`config.mk`:
```
export PLATFORM = sky130hd
export DESIGN_NAME = grid_strip_index_generator_top
export DESIGN_NICKNAME = d
export VERILOG_FILES = /design/src/rtl/gsig_pkg.sv /design/src/rtl/grid_strip_index_generator_top.sv
export SDC_FILE = /design/constraint.sdc
export NUM_CORES = 1
export LEC_CHECK = 0
export BUFFER_PORTS_ARGS = -buffer_cell sky130_fd_sc_hd__buf_2
export CAP_MARGIN = 20
export CORE_UTILIZATION = 50
export DETAILED_ROUTE_END_ITERATION = 16
export GPL_TIMING_DRIVEN = 0
export PLACE_DENSITY = 0.71
export SLEW_MARGIN = 20
export SYNTH_ARGS = -nofsm -noshare
export SYNTH_HDL_FRONTEND = slang
export SYNTH_SLANG_ARGS = --single-unit
export TNS_END_PERCENT = 5
```
`constraint.sdc`:
```
create_clock -name clk -period 6.9 [get_ports clk]
set_input_delay 1.035 -clock clk [delete_from_list [all_inputs] [get_ports clk]]
set_output_delay 1.035 -clock clk [all_outputs]
set_load 0.05 [all_outputs]
```
`src/rtl/gsig_pkg.sv`:
```
// ----------------------------------------------------------------------------
// gsig_pkg
// Shared types and constants of the grid strip index generator.
// ----------------------------------------------------------------------------
package gsig_pkg;

  localparam int MAX_COLUMNS = 1024;
  localparam int MAX_ROWS    = 1024;

  localparam int SIZE_W  = 11;
  localparam int ROW_W   = 10;
  localparam int COL_W   = 10;
  localparam int INDEX_W = 20;
  localparam int CFG_IDX_W = 2;

  localparam logic [CFG_IDX_W-1:0] REG_GRID_COLUMNS = CFG_IDX_W'(0);
  localparam logic [CFG_IDX_W-1:0] REG_GRID_ROWS    = CFG_IDX_W'(1);

  typedef enum logic [1:0] {
    PH_FIRST,
    PH_SECOND,
    PH_REPEAT_A,
    PH_REPEAT_B
  } phase_t;

  function automatic logic [SIZE_W-1:0] clamp_size(input logic [SIZE_W-1:0] v,
                                                   input logic [SIZE_W-1:0] maxv);
    logic [SIZE_W-1:0] r;
    r = v;
    if (v == '0) begin
      r = SIZE_W'(1);
    end else if (v > maxv) begin
      r = maxv;
    end
    return r;
  endfunction

endpackage

```
`src/rtl/grid_strip_index_generator_top.sv`:
```
// ----------------------------------------------------------------------------
// grid_strip_index_generator_top
// Serpentine triangle-strip index stream for a row-major vertex grid.
// ----------------------------------------------------------------------------
// Usage:
//   Input channel (in_valid / in_stall, payload restart): each beat asks for
//   one index; restart = 1 rewinds to the first index of the strip and emits it.
//   Output channel (out_valid / out_stall): one beat per input beat carrying
//   vertex_index, last_of_mesh and exhausted. After the final index every
//   beat reports exhausted with index 0 until a restart.
//   The output beat is registered and appears in the cycle after its input
//   beat; throughput is one beat per cycle unless stalled. The sequence state
//   and output register update in a single combinational step on acceptance.
//   When the receiver stalls, the result holds in the output register and
//   in_stall rises only while that register is full and stalled.
//   Config writes (cfg_we, cfg_index, cfg_data) set grid_columns or
//   grid_rows, clamped to 1 .. 1024, and rewind the sequence.
//   Reset (rst, synchronous) sets a 2 x 2 grid, rewinds the sequence and
//   empties the output register.
// ----------------------------------------------------------------------------
module grid_strip_index_generator_top (
  input  logic                                clk,
  input  logic                                rst,
  input  logic                                cfg_we,
  input  logic [gsig_pkg::CFG_IDX_W-1:0]      cfg_index,
  input  logic [gsig_pkg::SIZE_W-1:0]         cfg_data,
  input  logic                                in_valid,
  output logic                                in_stall,
  input  logic                                restart,
  output logic                                out_valid,
  input  logic                                out_stall,
  output logic [gsig_pkg::INDEX_W-1:0]        vertex_index,
  output logic                                last_of_mesh,
  output logic                                exhausted
);

  logic [gsig_pkg::SIZE_W-1:0]  cols;
  logic [gsig_pkg::SIZE_W-1:0]  rows;
  logic [gsig_pkg::ROW_W-1:0]   band_row;
  logic [gsig_pkg::COL_W-1:0]   column_pos;
  logic [gsig_pkg::INDEX_W-1:0] band_base;
  gsig_pkg::phase_t             emit_phase;
  logic                         finished;

  logic [gsig_pkg::ROW_W-1:0]   band_row_next;
  logic [gsig_pkg::COL_W-1:0]   column_pos_next;
  logic [gsig_pkg::INDEX_W-1:0] band_base_next;
  gsig_pkg::phase_t             emit_phase_next;
  logic                         finished_next;

  logic [gsig_pkg::ROW_W-1:0]   cur_row;
  logic [gsig_pkg::COL_W-1:0]   cur_col_pos;
  logic [gsig_pkg::INDEX_W-1:0] cur_base;
  gsig_pkg::phase_t             cur_phase;
  logic                         cur_finished;

  logic                         accept;
  logic                         empty_now;
  logic                         odd;
  logic [gsig_pkg::SIZE_W-1:0]  col;
  logic [gsig_pkg::INDEX_W-1:0] lo_idx;
  logic [gsig_pkg::INDEX_W-1:0] hi_idx;
  logic [gsig_pkg::INDEX_W-1:0] rep_idx;
  logic [gsig_pkg::INDEX_W-1:0] idx;
  logic                         last;

  assign in_stall = out_valid & out_stall;
  assign accept   = in_valid & ~in_stall;

  always_comb begin
    cur_row      = restart ? '0 : band_row;
    cur_col_pos  = restart ? '0 : column_pos;
    cur_base     = restart ? '0 : band_base;
    cur_phase    = restart ? gsig_pkg::PH_FIRST : emit_phase;
    cur_finished = restart ? 1'b0 : finished;

    empty_now = cur_finished || (rows < gsig_pkg::SIZE_W'(2)) ||
                ({1'b0, cur_row} >= rows - gsig_pkg::SIZE_W'(1));

    odd = cur_row[0];
    col = odd ? (cols - gsig_pkg::SIZE_W'(1) - {1'b0, cur_col_pos}) : {1'b0, cur_col_pos};
    lo_idx  = cur_base + gsig_pkg::INDEX_W'(col);
    hi_idx  = cur_base + gsig_pkg::INDEX_W'(cols) + gsig_pkg::INDEX_W'(col);
    rep_idx = odd ? (cur_base + gsig_pkg::INDEX_W'(cols))
                  : (cur_base + (gsig_pkg::INDEX_W'(cols) << 1)
                     - gsig_pkg::INDEX_W'(1));

    band_row_next   = cur_row;
    column_pos_next = cur_col_pos;
    band_base_next  = cur_base;
    emit_phase_next = cur_phase;
    finished_next   = cur_finished;
    idx  = '0;
    last = 1'b0;

    if (empty_now) begin
      finished_next = 1'b1;
    end else begin
      unique case (cur_phase)
        gsig_pkg::PH_FIRST: begin
          idx = odd ? hi_idx : lo_idx;
          emit_phase_next = gsig_pkg::PH_SECOND;
        end
        gsig_pkg::PH_SECOND: begin
          idx = odd ? lo_idx : hi_idx;
          if (({1'b0, cur_col_pos} + gsig_pkg::SIZE_W'(1)) >= cols) begin
            emit_phase_next = gsig_pkg::PH_REPEAT_A;
          end else begin
            column_pos_next = cur_col_pos + gsig_pkg::COL_W'(1);
            emit_phase_next = gsig_pkg::PH_FIRST;
          end
        end
        gsig_pkg::PH_REPEAT_A: begin
          idx = rep_idx;
          emit_phase_next = gsig_pkg::PH_REPEAT_B;
        end
        default: begin
          idx  = rep_idx;
          last = ({1'b0, cur_row} == rows - gsig_pkg::SIZE_W'(2));
          band_row_next   = cur_row + gsig_pkg::ROW_W'(1);
          band_base_next  = cur_base + gsig_pkg::INDEX_W'(cols);
          column_pos_next = '0;
          emit_phase_next = gsig_pkg::PH_FIRST;
          if (last) begin
            finished_next = 1'b1;
          end
        end
      endcase
    end
  end

  always_ff @(posedge clk) begin
    if (rst) begin
      cols       <= gsig_pkg::SIZE_W'(2);
      rows       <= gsig_pkg::SIZE_W'(2);
      band_row   <= '0;
      column_pos <= '0;
      band_base  <= '0;
      emit_phase <= gsig_pkg::PH_FIRST;
      finished   <= 1'b0;
      out_valid  <= 1'b0;
    end else begin
      if (cfg_we) begin
        unique case (cfg_index)
          gsig_pkg::REG_GRID_COLUMNS: begin
            cols <= gsig_pkg::clamp_size(cfg_data, gsig_pkg::SIZE_W'(gsig_pkg::MAX_COLUMNS));
          end
          gsig_pkg::REG_GRID_ROWS: begin
            rows <= gsig_pkg::clamp_size(cfg_data, gsig_pkg::SIZE_W'(gsig_pkg::MAX_ROWS));
          end
          default: begin
          end
        endcase
      end
      if (cfg_we && (cfg_index == gsig_pkg::REG_GRID_COLUMNS ||
                     cfg_index == gsig_pkg::REG_GRID_ROWS)) begin
        band_row   <= '0;
        column_pos <= '0;
        band_base  <= '0;
        emit_phase <= gsig_pkg::PH_FIRST;
        finished   <= 1'b0;
      end else if (accept) begin
        band_row   <= band_row_next;
        column_pos <= column_pos_next;
        band_base  <= band_base_next;
        emit_phase <= emit_phase_next;
        finished   <= finished_next;
      end
      if (accept) begin
        out_valid <= 1'b1;
      end else if (!out_stall) begin
        out_valid <= 1'b0;
      end
    end
  end

  always_ff @(posedge clk) begin
    if (accept) begin
      vertex_index <= idx;
      last_of_mesh <= last;
      exhausted    <= empty_now;
    end
  end

endmodule

```
# Yosys cells after proc, flatten, opt, wreduce, memory -nomap -nowiden
# Cells that the tools add are included.
# Widths: inputs -> output; s select.
dict set report word_totals {
  regBits 88
  latch_bits 0
  ram_bits 0
  romBits 0
  in_bits 19
  out_inout_bits 24
  wordCells 75
  mem_count 0
}
dict set report classes {
  addsub 12
  n_mul 0
  div_mod_pow 0
  order_cmp 4
  n_eq_ne 5
  shift 0
  n_mux 27
  bitwise_logic 3
  reduce_logical 13
}
# cell count
set ops {}
lappend ops {{$mux 20} 6}
lappend ops {{$add 20x11->20} 3}
lappend ops {{$mux 10} 6}
lappend ops {{$pmux 20 s2} 1}
lappend ops {{$mux 11} 3}
lappend ops {{$sub 11x1->11 const B} 2}
lappend ops {{$add 10x1->10 const B} 2}
lappend ops {{$add 20x12->20} 1}
lappend ops {{$pmux 10 s2} 1}
lappend ops {{$sub 20x1->20 const B} 1}
lappend ops {{$add 10x1->11 const B} 1}
lappend ops {{$eq 10x11->1} 1}
lappend ops {{$ge 10x11->1} 1}
lappend ops {{$ge 11x11->1} 1}
lappend ops {{$gt 11x11->1 const B} 1}
lappend ops {{$logic_not 11->1} 1}
lappend ops {{$lt 11x2->1 const B} 1}
lappend ops {{$sub 11x10->11} 1}
lappend ops {{$sub 11x2->11 const B} 1}
lappend ops {{$mux 1} 6}
lappend ops {{$mux 2} 3}
lappend ops {{$pmux 2 s3} 1}
lappend ops {{$eq 2x1->1 const B} 2}
lappend ops {{$logic_not 2->1} 2}
lappend ops {{other kinds (10)} 15}

# Longest topological paths before layout
# Gate-level depths: netlist (run 1).
dict set report logic_depth {
  ltp_word 6
  depth_mapped 25
  ltp_nobuf 23
}

# Worst setup path before layout (run 1)
# Ideal clock, no wire load.
dict set report synth_timing {
  kind {input port to flip-flop}
  start {input port restart}
  end {register vertex_index[14] in the netlist's numbering, data pin}
  setup_time_ps 257
  arrival_ps 5124
  required_ps 6643
  setup_slack_ps 1520
  path_stages 23
  n_path_buf 3
  cell_sequence {inv_1 > clkbuf_1 > clkbuf_1 > buf_1 > nand2_1 > ha_1 > inv_1 > o21bai_1 > a21oi_1 > o21bai_1 > a21oi_1 > o21bai_1 > a21oi_1 > xor2_1 > mux2i_1 > ha_1 > and4_1 > a221o_1 > a21oi_1 > nand2b_1 > xnor2_1 > o31ai_1 > a32o_2}
}
dict set report synth_between {
  elab_chain_cells 6
  elab_cells_between_ends 21
  cone_classes {add/sub (6); order compare (1); eq/ne (1); mux (10); reduce/logical (3)}
}
# element line_no
set synth_lines {}
lappend synth_lines {{from (decl)} grid_strip_index_generator_top.sv:29} ;# input logic restart,
lappend synth_lines {{$mux 10} grid_strip_index_generator_top.sv:72} ;# cur_col_pos = restart ? '0 : column_pos;
lappend synth_lines {{$sub 11x10->11} grid_strip_index_generator_top.sv:81} ;# col = odd ? (cols - gsig_pkg::SIZE_W'(1) - {1'b0, cur_col_pos}) : {1'b0, cur_col_pos};
lappend synth_lines {{$mux 11} grid_strip_index_generator_top.sv:81}
lappend synth_lines {{$add 20x11->20, on equally long branches} {grid_strip_index_generator_top.sv:83, grid_strip_index_generator_top.sv:82}}
lappend synth_lines {{$mux 20, on equally long branches} {grid_strip_index_generator_top.sv:105, grid_strip_index_generator_top.sv:101}}
lappend synth_lines {{$pmux 20 s2} grid_strip_index_generator_top.sv:99} ;# unique case (cur_phase)
lappend synth_lines {{to (signal assigned)} grid_strip_index_generator_top.sv:179} ;# vertex_index <= idx;
lappend synth_lines {{to (decl)} grid_strip_index_generator_top.sv:32} ;# output logic [gsig_pkg::INDEX_W-1:0] vertex_index,
# Parallel ways exist; a longest one is shown, timed or not.
# A chain may end at the register's enable or synchronous reset.

# Worst setup path after layout (run 1)
dict set report layout_timing {
  start {input port restart}
  end {register vertex_index[19] in the netlist's numbering, data pin}
}
# The elaborated chain is that of the path after synthesis.

==> metrics.yaml, run 1 <==
outcome:
  status: "finished clean"
timing:
  tightest_slew_ns: 0.902
  final_hold_viol_count: 0
  drv_slew: 0
  period_needed_ns: 6.44
  holdWs_ns: 0.495
  max_freq_mhz: 155
  setup_slack_ns: 0.460
  slew_headroom_pct: 38.3
  skew_ns: 0.0164
  setup_viol: 0
  grt_setup_unrepaired: "false"
  period_share_pct: 93.3
critical_path:
  slowest_delay_ns: 0.55
  required_ns: 6.97
  path_buf_inv: 4
  crit_fanout: 10
  critPathCaptureType: "register"
  arrival_ns: 6.51
  cp_cell_sequence: "buf_2, clkbuf_2, clkbuf_1, clkbuf_1, nor2b_1, ha_1, ha_1, a21oi_1, o211ai_2, a31o_2, a21oi_1, xnor2_1, ha_1, o21a_1, o31ai_1, a21oi_1, nand4_1, nor4_1, xnor2_1, a221oi_1, nor3_1"
  startpoint_type: "primary input"
  cp_top_family: "compound AO/OA/AOI/OAI gates"
  slowest_stage: "clkbuf_1"
  crit_type: "in2reg"
grt:
  grt_util_all_layers_pct: 29.4
  gr-total-overflow: 0
  antenna_found_initial: 0
  grt_pass1_vias: 8268
  grt_pass1_wl_mm: 42.7
  grt_max_degree: 25
routing:
  viasPerCell: 6.03
  ant_nets: 0
  routedWlPerCell_um: 18.4
  drc: 0
  drt-total-wl_mm: 27.1
  drt_pass1_iterations: 7
  drtIter0Drc: 712
  vias: 8882
yosys:
  synth_area_um2: 9250
  yosys_warnings: 0
  syn-mean-instance-area_um2: 7.80
  yosysTopAreaCellShare_pct: 14.9
  synthCells: 1185
  yosys-top-cells-area: "ha_1, dfxtp_1, edfxtp_1"
  synthSimpleGateAreaFrac_pct: 20.6
  synth_top_family_by_area: "compound AO/OA/AOI/OAI gates"
  synth-edff-count: 22
  synth_nets: 1317
  yosys.area_share.adder_pct: 15.5
  synth.top_cells.by_count: "nand2_1, ha_1, nor2_1"
  async_flop_share_pct: 0
  synthMuxAreaShare_pct: 1.20
  ys_seq_area_share_pct: 21.4
  yosys.area.top_type: "ha_1"
  ys_types: 87
  yosysMostFrequentCell: "nand2_1"
  synth_xor_area_share_pct: 11.0
  ys_seq_elements: 88
  ys.flop_type: "dfxtp_1"
  synth_compound_area_share_pct: 23.8
clocking:
  clock_latency_ns: 0.36
  holdBufCountCts: 0
  clk_pin_slew_ns: 0.08
  cts_setup_buffers: 0
  cts_tree: "done"
  clockBufferDepth: 2
  root_buffer: "clkbuf_16"
  numCtsBuffers: 9
  htree_num_levels: 3
  numClockSinks: 88
finish:
  fillers: 1757
  area_delta_synth_final_pct: 8.75
  stdcell_count: 1472
  seq_area_um2: 1980
  drive_gt1_share_pct: 8.21
  multi_input_area_um2: 6670
  fin_nets: 1370
  n_antenna_cell: 0
placement:
  place.port_buffers: 41
  place.gp.congestion: 0.958
  post-place-cells: 1456
  dpl_worst_slack_ns: -0.129
  hpwl_mm: 21.6
floorplan:
  start_util_pct: 51.3
  fp.dieW_um: 138
  core_area_um2: 18000
  fp-row-count: 49
  die_h_um: 138
  pin_count: 43
  die_area_um2: 19000
hold_path:
  hold_class: "reg2reg"
pwr:
  p_per_area_nw_per_um2: 130
  irDropWorstVdd_mv: 0.110
  p_leak_nw: 4.36
  totalPowerFinal_mw: 1.31
job:
  cap_violations: 0
## through the flow
| stage | util [%] | cell area [um2] | TNS, ns |
|---|---|---|---|
| floorplan | - | 9250 | 0 |
| global placement | 54.0 | 9740 | -0.178 |
| detailed placement | 54.2 | 9760 | -0.232 |
| CTS | 55.8 | 10100 | 0 |
| global route | 55.8 | 10100 | 0 |
| finish | 55.8 | 10100 | 0 |
## final cells by class
type	instances	share of cell area (%)
Inverter	90	3.36
Multi-Input combinational cell	955	66.3
Clock buffer	9	2.24
Clock inverter	7	0.672
Tap cell	229	2.85
Buffer	52	2.65
Timing Repair Buffer	42	2.24
Sequential cell	88	19.7
## what timing repair did
item                                   CTS  global route
setup endpoints to repair                0             8
endpoints found under the hold margin    0             0
resized for setup                        0             5
## cells by family after synthesis
logic type | after synthesis
AND/OR/NAND/NOR | 401
XOR/XNOR | 112
adder cells (fa/ha/maj) | 113
AO/OA/AOI/OAI | 318
multiplexers | 11
flip-flops | 88
buffers and inverters | 142
## cell usage in the layout, fill, tap and decap left out, types with 5 or more instances in the layout
master,count
a211oi_1,11
a21o_1,22
a21oi_1,87
a221oi_1,15
a22o_1,6
a22oi_1,25
a311oi_1,5
a31oi_1,14
and3_1,8
buf_2,44
clkbuf_1,35
clkbuf_16,9
clkbuf_2,6
dfxtp_1,66
edfxtp_1,22
ha_1,110
inv_1,89
mux2i_1,10
nand2_1,141
nand2b_1,12
nand3_1,23
nand4_1,15
nor2_1,102
nor2b_1,33
nor3_1,23
nor4_1,6
o211ai_1,14
o21a_1,11
o21ai_0,48
o21bai_1,8
or2_2,5
or3_1,6
xnor2_1,67
xor2_1,43
## worst reg2reg max path: stages (launching register included)
cell and delay, ns:
dfxtp_1 0.38, nor2b_1 0.38, inv_1 0.10, ha_1 0.28, a21o_1 0.19, a21oi_1 0.22, o21bai_1 0.10, a21oi_1 0.22
o21bai_1 0.09, a21oi_1 0.26, o21bai_1 0.12, a21oi_1 0.20, xor2_1 0.18, mux2i_1 0.17, ha_1 0.39, o21a_1 0.13
o31ai_1 0.08, a21oi_1 0.28, nand4_1 0.29, nor4_1 0.31, xnor2_1 0.14, a221oi_1 0.30, nor3_1 0.08
## metal layers
layer	global-route usage, %	part of all wire (%)	vias up	wire length (um)
li1	-	-	4338	-
met1	38.3	45	4128	12100
met2	48.8	46	356	12300
met3	4.24	6.6	60	1790
met4	11.0	3.2	0	853
met5	0	0	-	0
## registers in the layout (all words and copies together) (netlist names)
signal	count
last_of_mesh	1
band_row	10
vertex_index	20
exhausted	1
cols	11
rows	11
emit_phase	2
column_pos	10
band_base	20
out_valid	1
finished	1
## power by group
| part | total [mW] | switching [mW] | internal [mW] |
|---|---|---|---|
| combinational | 0.260 | 0.172 | 0.0880 |
| sequential | 0.547 | 0.00786 | 0.539 |
| clock | 0.502 | 0.246 | 0.256 |
| total | 1.31 | 0.426 | 0.883 |
## final timing paths
| kind | slack, ns | start | cells after the start | to |
|---|---|---|---|---|
| max | 0.46 | restart | 21 | vertex_index[19] |
| min | 0.50 | band_base[0] | 2 | band_base[0] |
| max reg2reg | 1.73 | column_pos[1] | 22 | vertex_index[19] |
| min reg2reg | 0.50 | band_base[0] | 2 | band_base[0] |
Note: power is estimated with default switching activity, not from simulation.
==> inputs of run 2 (changes only) <==
- CORE_UTILIZATION: 50 -> 45
- PLACE_DENSITY: 0.71 -> 0.65
==> run 2 against run 1 <==
Against the previous run:
- sequential cell count did not move
- hold slack got worse by 0.0016 ns
- core utilization fell by 5.7 points
- die area rose by 11%
- maximum frequency fell by 0.99%
- sequential power barely moved
- highest routed layer unchanged
==> metrics.yaml, run 2 (synthesis results as in run 1) <==
routing:
  drtIter0Drc: 615
  drt-total-wl_mm: 27.7
  ant_nets: 0
  drt_pass1_iterations: 6
  viasPerCell: 5.86
  vias: 8873
  routedWlPerCell_um: 18.3
  drc: 0
floorplan:
  fp.dieW_um: 145
  die_area_um2: 21100
  fp-row-count: 52
  pin_count: 43
  start_util_pct: 45.8
  die_h_um: 145
  core_area_um2: 20200
critical_path:
  required_ns: 6.97
  critPathCaptureType: "register"
  crit_type: "in2reg"
  startpoint_type: "primary input"
  r2r_slack_ns: 1.73
  arrival_ns: 6.57
  crit_fanout: 10
finish:
  fin_nets: 1370
  area_delta_synth_final_pct: 9.21
  final_cell_mix: "nand2_1, ha_1, nor2_1"
  fillers: 2017
  multi_input_area_um2: 6670
  top_regs: "band_base: 20 flops, vertex_index: 20 flops"
  drive_gt1_share_pct: 8.05
  final_area_um2: 10100
  n_antenna_cell: 0
  seq_area_um2: 1980
  stdcell_count: 1513
  layout_commonest_cell: "nand2_1"
grt:
  grt_util_all_layers_pct: 26.3
  antenna_found_initial: 0
  grt_max_degree: 25
  grt_pass1_vias: 8228
  grt_pass1_wl_mm: 43.6
  gr-total-overflow: 0
hold_path:
  hold_class: "reg2reg"
timing:
  period_needed_ns: 6.50
  period_share_pct: 94.3
  drv_slew: 0
  skew_ns: 0.0103
  slew_headroom_pct: 36.2
  grt_setup_unrepaired: "false"
  max_freq_mhz: 154
  tightest_slew_ns: 0.933
  final_hold_viol_count: 0
  setup_viol: 0
clocking:
  clockBufferDepth: 2
  numCtsBuffers: 9
  root_buffer: "clkbuf_16"
  holdBufCountCts: 0
  cts_tree: "done"
  clock_latency_ns: 0.36
  clk_pin_slew_ns: 0.08
  htree_num_levels: 3
  numClockSinks: 88
placement:
  place.gp.congestion: 0.955
  place.port_buffers: 41
  place_area_um2: 9810
  post-place-cells: 1497
  hpwl_mm: 22.2
pwr:
  p_per_area_nw_per_um2: 130
  irDropWorstVdd_mv: 0.119
  p_leak_nw: 4.36
job:
  cap_violations: 0
outcome:
  status: "finished clean"
-- run 2: cell types whose count changed in the layout (fill, tap and decap cells not counted), sizes merged --
cell / delta
buf: +1
clkbuf: +2
clkinv: +1
clkinvlp: -1
inv: -3
-- run 2: cell type report --
type / instances / share of cell area [%]
Inverter: 90 / 3.34
Sequential cell: 88 / 19.6
Tap cell: 270 / 3.34
Buffer: 52 / 2.64
Multi-Input combinational cell: 955 / 66.0
Clock buffer: 12 / 2.55
Timing Repair Buffer: 42 / 2.23
Clock inverter: 4 / 0.260
-- run 2: what timing repair did --
item | 4_1_cts | 5_1_grt
buffers inserted | 0 | 0
setup endpoints to repair | 0 | 6
endpoints found under the hold margin | 0 | 0
gates resized for setup | 0 | 6
-- run 2: report_power, final --
part           internal [mW]  total [mW]  switching [mW]  leakage, nW
clock                  0.268       0.501           0.234        0.143
combinational         0.0881       0.262           0.174         3.46
sequential             0.539       0.547         0.00805        0.756
-- run 2: final timing paths --
| path | endpoint | cells past startpoint | from |
|---|---|---|---|
| hold / removal | band_base[0] | 2 | band_base[0] |
| hold reg to reg | band_base[0] | 2 | band_base[0] |
| setup reg to reg | vertex_index[19] | 22 | column_pos[1] |
| setup / recovery | vertex_index[19] | 22 | restart |
-- run 2: stage by stage --
stage / hold slack, ns / power (mW) / TNS, ns / utilization [%] / setup slack [ns]
6_report: 0.494 / 1.31 / 0 / 50.1 / 0.396
5_1_grt: 0.527 / 1.36 / 0 / 50.1 / 0.0445
4_1_cts: 0.501 / 1.31 / 0 / 50.1 / 0.0843
3_5_place_dp: 0.482 / 0.816 / -0.725 / 48.6 / -0.246
3_3_place_gp: 0.461 / 0.813 / -0.635 / 48.5 / -0.239
2_1_floorplan: 0.447 / 0.745 / 0 / - / 1.52
-- run 2: worst max-delay path: stages --
cell and delay [ns]:
buf_2 0.15, clkbuf_2 0.33, clkbuf_1 0.48, buf_1 0.56, nor2b_1 0.23, ha_1 0.30, ha_1 0.19, a21oi_1 0.30
o211ai_2 0.25, nand2_1 0.14, xnor2_1 0.23, ha_1 0.35, a21oi_1 0.23, nand2_1 0.09, o211a_1 0.25, o31ai_1 0.30
a21oi_1 0.20, nand4_1 0.27, nor4_1 0.10, xnor2_1 0.17, a221oi_1 0.30, nor3_1 0.09
-- run 2: layer usage --
metal	wire, um	GRT usage [%]	share of wire [%]
met5	0	0	0
met2	12500	43.3	45
met4	1040	11.6	3.7
met1	12500	34.4	45
met3	1710	3.48	6.2
==> inputs of run 3 (changes only) <==
- SETUP_SLACK_MARGIN: not set -> 0.4
==> run 3 against run 2 <==
Against the previous run:
- combinational power about the same
- maximum frequency up 3.7%
- count of clock-buffer cells in the layout unchanged
- design area up 0.24%
- sequential share of layout area about the same
- sequential power about the same
- highest routed layer unchanged
==> metrics.yaml, run 3 (synthesis results as in run 1) <==
clocking:
  clock_latency_ns: 0.37
  root_buffer: "clkbuf_16"
  cts_setup_buffers: 0
  numCtsBuffers: 9
  htree_num_levels: 3
  clockBufferDepth: 2
  holdBufCountCts: 0
  numClockSinks: 88
  clk_pin_slew_ns: 0.08
  cts_tree: "done"
timing:
  tightest_slew_ns: 0.910
  setup_slack_ns: 0.630
  setup_viol: 0
  period_share_pct: 90.9
  slew_headroom_pct: 37.8
  tns_ns: 0
  skew_ns: 0.0105
  max_freq_mhz: 160
  final_hold_viol_count: 0
  drv_slew: 0
  period_needed_ns: 6.27
  grt_setup_unrepaired: "false"
placement:
  hpwl_mm: 22.2
  place_area_um2: 9810
  place.port_buffers: 41
  dpl_worst_slack_ns: -0.246
  place.gp.congestion: 0.955
floorplan:
  core_area_um2: 20200
  die_area_um2: 21100
  start_util_pct: 45.8
  fp.dieW_um: 145
  pin_count: 43
  die_h_um: 145
  fp-row-count: 52
pwr:
  irDropWorstVdd_mv: 0.119
  p_per_area_nw_per_um2: 130
  p_leak_nw: 4.38
finish:
  area_delta_synth_final_pct: 9.47
  n_antenna_cell: 0
  fin_nets: 1370
  seq_area_um2: 1980
  fillers: 2016
  final_cell_mix: "nand2_1, ha_1, nor2_1"
  final_area_um2: 10100
  drive_gt1_share_pct: 8.53
  layout_commonest_cell: "nand2_1"
  top_regs: "band_base: 20 flops, vertex_index: 20 flops"
  multi_input_area_um2: 6690
routing:
  vias: 8899
  drtIter0Drc: 689
  drt_pass1_iterations: 7
  routedWlPerCell_um: 18.3
  viasPerCell: 5.88
  drt-total-wl_mm: 27.7
  ant_nets: 0
  drc: 0
critical_path:
  slowest_delay_ns: 0.50
  crit_fanout: 10
  required_ns: 6.97
  crit_path_end: "vertex_index[19]"
  cp_cell_sequence: "buf_2, clkbuf_2, clkbuf_1, clkbuf_2, nor2b_1, ha_1, ha_1, a21oi_1, o211ai_2, nand2_1, xnor2_1, ha_1, a21oi_1, nand2_1, o211a_1, o31ai_1, a21oi_1, nand4_1, nor4_2, xnor2_1, a221oi_1, nor3_1"
  crit_start: "restart"
  arrival_ns: 6.34
  critPathCaptureType: "register"
  crit_type: "in2reg"
  slowest_stage: "clkbuf_1"
  r2r_cells: 21
  r2r_slack_ns: 1.78
  startpoint_type: "primary input"
  r2r_end: "vertex_index[17]"
  reg2reg_from: "column_pos[2]"
outcome:
  status: "finished clean"
grt:
  gr-total-overflow: 0
  grt_util_all_layers_pct: 26.3
  grt_pass1_vias: 8228
  antenna_found_initial: 0
  grt_pass1_wl_mm: 43.6
  grt_max_degree: 25
job:
  cap_violations: 0
hold_path:
  min_from: "band_base[0]"
  hold_class: "reg2reg"
==> run 3: cell counts in the layout (fill, tap and decap cells not counted) <==
Identical to the previous run, type by type.
==> run 3: metal layers <==
| layer | wire (um) | part of all wire [%] | GRT usage, % | vias up |
|---|---|---|---|---|
| met3 | 1660 | 6.0 | 3.48 | 74 |
| met2 | 12500 | 45 | 43.3 | 354 |
| met5 | 0 | 0 | 0 | - |
| li1 | - | - | - | 4331 |
| met4 | 1040 | 3.8 | 11.6 | 0 |
| met1 | 12500 | 45 | 34.4 | 4140 |
==> run 3: how the worst min path moves through the flow <==
stage / end / slack (ns) / depth (start not counted)
final: band_base[0] / 0.49 / 2
after global routing: column_pos[9] / 0.53 / 1
after CTS: column_pos[9] / 0.50 / 1
after detailed placement: band_base[0] / 0.48 / 2
after global placement: band_base[13] / 0.46 / 2
after floorplan: band_base[13] / 0.45 / 2
==> run 3: what timing repair did <==
action,CTS,global route
cloned,0,0
pin swaps,0,0
setup endpoints to repair,7,6
gates resized for setup,3,8
==> run 3: critical path: cells and delay by family <==
kind	cells	cell delay, ns
AOI/OAI and AO/OA	7	1.87
xor gates and xnor gates	2	0.40
adders and majority gates	3	0.80
buffers and inverters	4	1.37
and+or+nand+nor	6	0.84
==> run 3: area by class of cell <==
type                    count  area share (%)
multi-input cells         955            66.1
flip-flops and latches     88            19.6
inverters                  90            3.34
well taps                 270            3.34
plain buffers              52            2.66
clock buffers              12            2.55
repair buffers             42            2.22
clock inverters             4           0.260
==> run 3: through the flow <==
stage | total power [mW] | std cells | utilization (%) | hold slack (ns)
2_1_floorplan | 0.745 | 1185 | - | 0.447
3_3_place_gp | 0.813 | 1496 | 48.5 | 0.461
3_5_place_dp | 0.816 | 1497 | 48.6 | 0.482
4_1_cts | 1.31 | 1513 | 50.1 | 0.501
5_1_grt | 1.36 | 1513 | 50.2 | 0.527
6_report | 1.31 | 1513 | 50.2 | 0.495
==> run 3: report_power, final <==
group          switching (mW)  internal, mW  leakage, nW  total [mW]
sequential            0.00806         0.539        0.756       0.547
clock                   0.235         0.268        0.143       0.502
combinational           0.174        0.0883         3.48       0.263
